--- src/sv/anp_pkg.sv ---
// ----------------------------------------------------------------------------
// anp_pkg: shared types and constants for the ascii number string parser
// Character codes, length limits, status codes and digit decoding.
// ----------------------------------------------------------------------------
package anp_pkg;

    // field widths
    localparam int CHAR_W  = 8;
    localparam int VALUE_W = 64;
    localparam int POS_W   = 5;
    localparam int DIGIT_W = 4;

    // length limits, in characters
    localparam logic [POS_W-1:0] HEX_MAX_LEN = POS_W'(18);
    localparam logic [POS_W-1:0] DEC_MAX_LEN = POS_W'(10);
    localparam logic [POS_W-1:0] POS_MAX     = POS_W'(31);

    // character codes
    localparam logic [CHAR_W-1:0] CH_0     = 8'h30;
    localparam logic [CHAR_W-1:0] CH_9     = 8'h39;
    localparam logic [CHAR_W-1:0] CH_UP_A  = 8'h41;
    localparam logic [CHAR_W-1:0] CH_UP_F  = 8'h46;
    localparam logic [CHAR_W-1:0] CH_LO_A  = 8'h61;
    localparam logic [CHAR_W-1:0] CH_LO_F  = 8'h66;
    localparam logic [CHAR_W-1:0] CH_UP_X  = 8'h58;
    localparam logic [CHAR_W-1:0] CH_LO_X  = 8'h78;

    // radix register codes
    localparam logic RADIX_DEC = 1'b0;
    localparam logic RADIX_HEX = 1'b1;

    // result status codes
    typedef enum logic [1:0] {
        ST_OK       = 2'd0,
        ST_TOO_LONG = 2'd1,
        ST_BAD_CHAR = 2'd2
    } status_t;

    // decoded digit of one character
    typedef struct packed {
        logic               valid;
        logic [DIGIT_W-1:0] digit;
    } digit_t;

    // hex digit decode: 0-9, A-F, a-f
    function automatic digit_t hex_digit(input logic [CHAR_W-1:0] c);
        digit_t r;
        r.valid = 1'b1;
        r.digit = '0;
        if (c >= CH_0 && c <= CH_9) begin
            r.digit = DIGIT_W'(c - CH_0);
        end else if (c >= CH_UP_A && c <= CH_UP_F) begin
            r.digit = DIGIT_W'(c - CH_UP_A + 8'd10);
        end else if (c >= CH_LO_A && c <= CH_LO_F) begin
            r.digit = DIGIT_W'(c - CH_LO_A + 8'd10);
        end else begin
            r.valid = 1'b0;
        end
        return r;
    endfunction

    // decimal digit decode: 0-9
    function automatic digit_t dec_digit(input logic [CHAR_W-1:0] c);
        digit_t r;
        r.valid = (c >= CH_0 && c <= CH_9);
        r.digit = DIGIT_W'(c - CH_0);
        return r;
    endfunction

endpackage

--- src/sv/ascii_number_string_parser_unit.sv ---
// ----------------------------------------------------------------------------
// ascii_number_string_parser_unit: ascii hex / decimal string to integer
// Takes one character per transaction and gives one result per string.
// ----------------------------------------------------------------------------
//
//  channel   | direction | payload                                | handshake
//  ----------+-----------+----------------------------------------+----------------
//  s_        | in        | tdata[7:0] char_code, tlast last_char  | s_tvalid/s_tready
//  m_        | out       | tdata[63:0] value, tuser[1:0] status   | m_tvalid/m_tready
//  cfg_      | in        | cfg_data radix_mode (0 dec, 1 hex)     | cfg_valid/cfg_ready
//
// One character per cycle sustained, unless a final character waits on a result. A
// character is held in the input register and the string state is updated as it
// leaves; the result of a final character is written to the output register as it leaves.
// Synchronous active-low reset sets hex mode and clears the string state.
// A waiting result stalls only a final character; other characters pass on.

module ascii_number_string_parser_unit (
    input  logic        aclk,
    input  logic        aresetn,
    // input characters
    input  logic        s_tvalid,
    output logic        s_tready,
    input  logic [7:0]  s_tdata,    // [7:0] char_code
    input  logic        s_tlast,    // last_char
    // results
    output logic        m_tvalid,
    input  logic        m_tready,
    output logic [63:0] m_tdata,    // [63:0] value
    output logic [1:0]  m_tuser,    // [1:0] status
    // radix register
    input  logic        cfg_valid,
    output logic        cfg_ready,
    input  logic        cfg_data    // radix_mode
);

    // registers
    logic                           radix_reg;
    logic                           in_valid_reg;
    logic [anp_pkg::CHAR_W-1:0]     in_char_reg;
    logic                           in_last_reg;
    logic [anp_pkg::VALUE_W-1:0]    acc_reg,     acc_next;
    logic [anp_pkg::POS_W-1:0]      pos_reg,     pos_next;
    logic                           bad_reg,     bad_next;
    logic                           fbad_reg,    fbad_next;
    logic                           stop_reg,    stop_next;
    logic                           out_valid_reg;
    logic [anp_pkg::VALUE_W-1:0]    out_value_reg, out_value_next;
    anp_pkg::status_t               out_status_reg, out_status_next;

    logic                           out_free;
    logic                           proc;
    logic                           hex_mode;
    logic                           prefix;
    anp_pkg::digit_t                hd;
    anp_pkg::digit_t                dd;
    logic [anp_pkg::VALUE_W-1:0]    acc_upd;
    logic [anp_pkg::POS_W-1:0]      limit;

    // handshakes
    assign cfg_ready = 1'b1;
    assign out_free  = !out_valid_reg || m_tready;
    assign proc      = in_valid_reg && (!in_last_reg || out_free);
    assign s_tready  = !in_valid_reg || proc;

    assign m_tvalid  = out_valid_reg;
    assign m_tdata   = out_value_reg;
    assign m_tuser   = out_status_reg;

    // digit decode of the held character
    assign hex_mode = (radix_reg == anp_pkg::RADIX_HEX);
    assign hd       = anp_pkg::hex_digit(in_char_reg);
    assign dd       = anp_pkg::dec_digit(in_char_reg);
    assign prefix   = (pos_reg == anp_pkg::POS_W'(1)) && !in_last_reg
                   && (in_char_reg == anp_pkg::CH_LO_X || in_char_reg == anp_pkg::CH_UP_X);
    assign limit    = hex_mode ? anp_pkg::HEX_MAX_LEN : anp_pkg::DEC_MAX_LEN;

    // string state update and result
    always_comb begin
        acc_upd         = acc_reg;
        bad_next        = bad_reg;
        fbad_next       = fbad_reg;
        stop_next       = stop_reg;
        acc_next        = acc_reg;
        pos_next        = pos_reg;
        out_value_next  = '0;
        out_status_next = anp_pkg::ST_OK;

        if (hex_mode) begin
            if (prefix) begin
                acc_upd = '0;
                if (fbad_reg) begin
                    bad_next = 1'b0;
                end
            end else if (!hd.valid) begin
                bad_next = 1'b1;
                if (pos_reg == '0) begin
                    fbad_next = 1'b1;
                end
            end else begin
                acc_upd = {acc_reg[anp_pkg::VALUE_W-5:0], hd.digit};
            end
        end else if (!stop_reg) begin
            if (!dd.valid) begin
                stop_next = 1'b1;
            end else begin
                // times ten as shift-add
                acc_upd = {acc_reg[anp_pkg::VALUE_W-4:0], 3'b000}
                        + {acc_reg[anp_pkg::VALUE_W-2:0], 1'b0}
                        + anp_pkg::VALUE_W'(dd.digit);
            end
        end

        if (!in_last_reg) begin
            acc_next = acc_upd;
            if (pos_reg != anp_pkg::POS_MAX) begin
                pos_next = pos_reg + anp_pkg::POS_W'(1);
            end
        end else begin
            // length is position plus one
            if (pos_reg >= limit) begin
                out_status_next = anp_pkg::ST_TOO_LONG;
            end else if (hex_mode && bad_next) begin
                out_status_next = anp_pkg::ST_BAD_CHAR;
            end else begin
                out_value_next = acc_upd;
            end
            acc_next  = '0;
            pos_next  = '0;
            bad_next  = 1'b0;
            fbad_next = 1'b0;
            stop_next = 1'b0;
        end
    end

    // control registers
    always_ff @(posedge aclk) begin
        if (!aresetn) begin
            radix_reg     <= anp_pkg::RADIX_HEX;
            in_valid_reg  <= 1'b0;
            out_valid_reg <= 1'b0;
            acc_reg       <= '0;
            pos_reg       <= '0;
            bad_reg       <= 1'b0;
            fbad_reg      <= 1'b0;
            stop_reg      <= 1'b0;
        end else begin
            if (cfg_valid && cfg_ready) begin
                radix_reg <= cfg_data;
            end
            if (s_tready) begin
                in_valid_reg <= s_tvalid;
            end
            if (proc) begin
                acc_reg  <= acc_next;
                pos_reg  <= pos_next;
                bad_reg  <= bad_next;
                fbad_reg <= fbad_next;
                stop_reg <= stop_next;
            end
            if (proc && in_last_reg) begin
                out_valid_reg <= 1'b1;
            end else if (m_tready) begin
                out_valid_reg <= 1'b0;
            end
        end
    end

    // payload registers
    always_ff @(posedge aclk) begin
        if (s_tready && s_tvalid) begin
            in_char_reg <= s_tdata;
            in_last_reg <= s_tlast;
        end
        if (proc && in_last_reg) begin
            out_value_reg  <= out_value_next;
            out_status_reg <= out_status_next;
        end
    end

endmodule

--- config.mk ---
export PLATFORM = sky130hd
export DESIGN_NAME = ascii_number_string_parser_unit
export DESIGN_NICKNAME = d
export VERILOG_FILES = /design/src/sv/anp_pkg.sv /design/src/sv/ascii_number_string_parser_unit.sv
export SDC_FILE = /design/constraint.sdc
export NUM_CORES = 1
export LEC_CHECK = 0
export ABC_CLOCK_PERIOD_IN_PS = 4400
export BUFFER_PORTS_ARGS = -buffer_cell sky130_fd_sc_hd__buf_2
export CAP_MARGIN = 20
export CORE_UTILIZATION = 46
export CTS_BUF_LIST = sky130_fd_sc_hd__clkbuf_16
export DETAILED_ROUTE_END_ITERATION = 16
export HOLD_SLACK_MARGIN = 0.02
export PLACE_DENSITY_LB_ADDON = 0.2
export REMOVE_ABC_BUFFERS = 1
export SYNTH_ARGS = -nofsm -noshare
export SYNTH_HDL_FRONTEND = slang
export SYNTH_SLANG_ARGS = --single-unit
--- constraint.sdc ---
create_clock -name aclk -period 4.4 [get_ports aclk]
set_input_delay 0 -clock aclk [delete_from_list [all_inputs] [get_ports aclk]]
set_output_delay 0 -clock aclk [all_outputs]
set_load 0.05 [all_outputs]
==> run summary <==
Synth Instances = 1,340
Slew @ Worst Pin = 0.931 ns
GP Congestion = 0.923
Worst path cell trace = inv_1 > fa_1 > inv_1 > ha_1 > a211oi_2 > o21ai_2 > o211ai_1 > nand2_1 > a211oi_2 > o21bai_1 > a211oi_1 > xnor2_1 > a222oi_1 > nor2_1
DRC errors left = 0
R2R Setup Slk = 0.43 ns
WL/cell = 18.9 um
CTS tree = built
RSZ-0062 raised after global routing = false
Met2 Use GR = 40.3%
Vias = 10,341
GRT Util Overall = 25.8%
ANT nets after route = 0
Main synth FF type = edfxtp_1
Setup-failing EPs final = 0
Async S/R FF share, synth = 0%
Crit share post-route = 90.2%
Layout cells sized above 1 = 12.1%
Initial Util = 47.2%
CP required = 4.57 ns
Cell Area, Synth = 0.0116 mm^2
FF-to-FF path depth = 14
Status = completed
Max incr delay on CP = 0.51 ns
Max Buffers Root-to-Sink = 2
Worst Setup End Kind = flop
Initial antenna violation count = 0
Hold Path Stages = 2
Max-Cap Viols = 0
Register area = 0.00375 mm^2
Post-CTS Resized = 0
Total grt overflow = 0
Setup Skew = 0.0139 ns
Number of vias per cell = 5.98
Final net count = 1,544
Slowest-stage cell, CP = a211oi_2
DIE AREA = 0.0258 mm^2
Largest net degree at the start of global routing = 45
Busiest grt layer = met2
# diodes = 0
Post-synthesis sequential area ratio = 32.4%
Starting DRC count in detailed routing = 840
EDFF count, synth = 75
Cts bufs inserted = 17
Grt met3 use = 3.02%
Clk root buf = clkbuf_16
Final hold vios = 0
Post-DP HPWL = 23,600 um
Syn_area_per_cell = 8.64 um^2
Leakage = 5.32 nW
CP Launch Type = flop
Setup TNS = 0 ns
Fillers = 2,316
Clock transition at path regs = 0.07 ns
Area of the multi-input gates = 0.00728 mm^2
Core Footprint = 0.0245 mm^2
Global-route wire length before repair = 53,300 um
Pwr dens = 248 mW/mm^2
# IOs = 84
WP data arrival = 4.14 ns
CP Depth = 14
H-tree levels = 4
CP Class = flop to flop
Ys Warns = 0
FMAX = 252 MHz
DIE HEIGHT = 161 um
Met1 GRT Util = 37.5%
CP top delay family = compound AO/OA/AOI/OAI gates
Insertion delay to the later sink of the worst-skew pair = 0.44 ns
Vias in the first global route = 10,005
Tmin final = 3.97 ns
Netlist cell types = 90
DIE WIDTH = 161 um
CP Buf/Inv Count = 2
Relative slew slack = 37.6%
Peak supply drop = 0.207 mV
Buffers on Ports = 82
Post-layout power = 3.19 mW
Final WL = 32,600 um
Area Growth Syn to Fin = 11.1%
Synth Register Bits = 150
Final slew viol count = 0
DR pass1 iterations = 7
Hold/Removal Path Class = input pin to flop
Sink Count = 150
Row cnt = 57
Maximum fanout along the worst path = 5
## cells in the final DEF (no fill, tap or decap), types with 18 or more instances in the layout
cell,instances
xor2_1,22
a222oi_1,28
a21o_1,30
nand2_1,157
nor2b_1,18
nand3_1,18
nor2_1,117
and2_1,19
o21ai_0,61
o21ai_1,43
xnor2_1,34
edfxtp_1,75
a22oi_1,20
buf_4,24
buf_2,82
nand4_1,26
nor3_1,26
ha_1,134
a21oi_1,120
dfxtp_1,75
inv_1,31
## metal layers
metal / part of all wire, % / wire (um)
met3: 5.1 / 1670
met2: 45 / 14600
met1: 49 / 15900
met5: 0 / 0
met4: 1.4 / 453
## cells by family (layout without fill, tap and decap cells)
| logic type | count (synthesis) | in the layout | share of synthesized area [%] |
|---|---|---|---|
| compound gates | 430 | 430 | 25.0 |
| xor+xnor | 56 | 56 | 4.24 |
| fa+ha+maj | 136 | 136 | 14.8 |
| buf+inv | 119 | 185 | 4.68 |
| flops | 150 | 150 | 32.4 |
| mux | 17 | 17 | 1.48 |
| other cells | 1 | 1 | 0.0324 |
| simple gates | 431 | 431 | 17.3 |
## stage by stage
stage	std cells	util (%)	cell area (um^2)	hold slack (ns)	setup WS [ns]
4_1_cts	1730	52.4	12900	0.0815	0.416
3_5_place_dp	1684	49.6	12200	0.178	0.441
5_1_grt	1730	52.4	12900	0.119	0.196
6_report	1730	52.4	12900	0.113	0.431
3_3_place_gp	1684	49.6	12200	0.177	0.512
2_1_floorplan	1254	-	11200	0.0986	0.185
## timing repair
action | in CTS | in global routing
setup buffers | 0 | 0
hold buffers | 14 | 0
endpoints found under the hold margin | 12 | 0
## where the power goes
part	switching (mW)	internal (mW)	total [mW]
sequential	0.0132	1.48	1.50
clock	0.692	0.748	1.44
combinational	0.189	0.0616	0.250
total	0.894	2.29	3.19
## synth_stat cells (28+ instances only)
| cell type | count | area (um^2) |
|---|---|---|
| a21o_1 | 30 | 225 |
| xnor2_1 | 34 | 298 |
| buf_2 | 32 | 160 |
| edfxtp_1 | 75 | 2250 |
| ha_1 | 134 | 1680 |
| nand2_1 | 157 | 589 |
| a222oi_1 | 28 | 280 |
| inv_1 | 32 | 120 |
| o21ai_0 | 61 | 305 |
| dfxtp_1 | 75 | 1500 |
| o21ai_1 | 43 | 215 |
| clkbuf_1 | 42 | 158 |
| nor2_1 | 119 | 447 |
| a21oi_1 | 120 | 601 |
## cell type report
class | count | area share [%]
clock buffers | 17 | 3.31
clock inverters | 15 | 1.05
inverters | 33 | 0.983
multi-input cells | 1071 | 56.6
flip-flops and latches | 150 | 29.2
well taps | 324 | 3.15
repair buffers | 120 | 5.68
## path summary, 6_finish.rpt
path                 end           start
max          m_tdata[49]  in_char_reg[3]
min             m_tvalid         aresetn
max reg2reg  m_tdata[49]  in_char_reg[3]
min reg2reg     fbad_reg        fbad_reg
(Power assumes the default switching activity.)
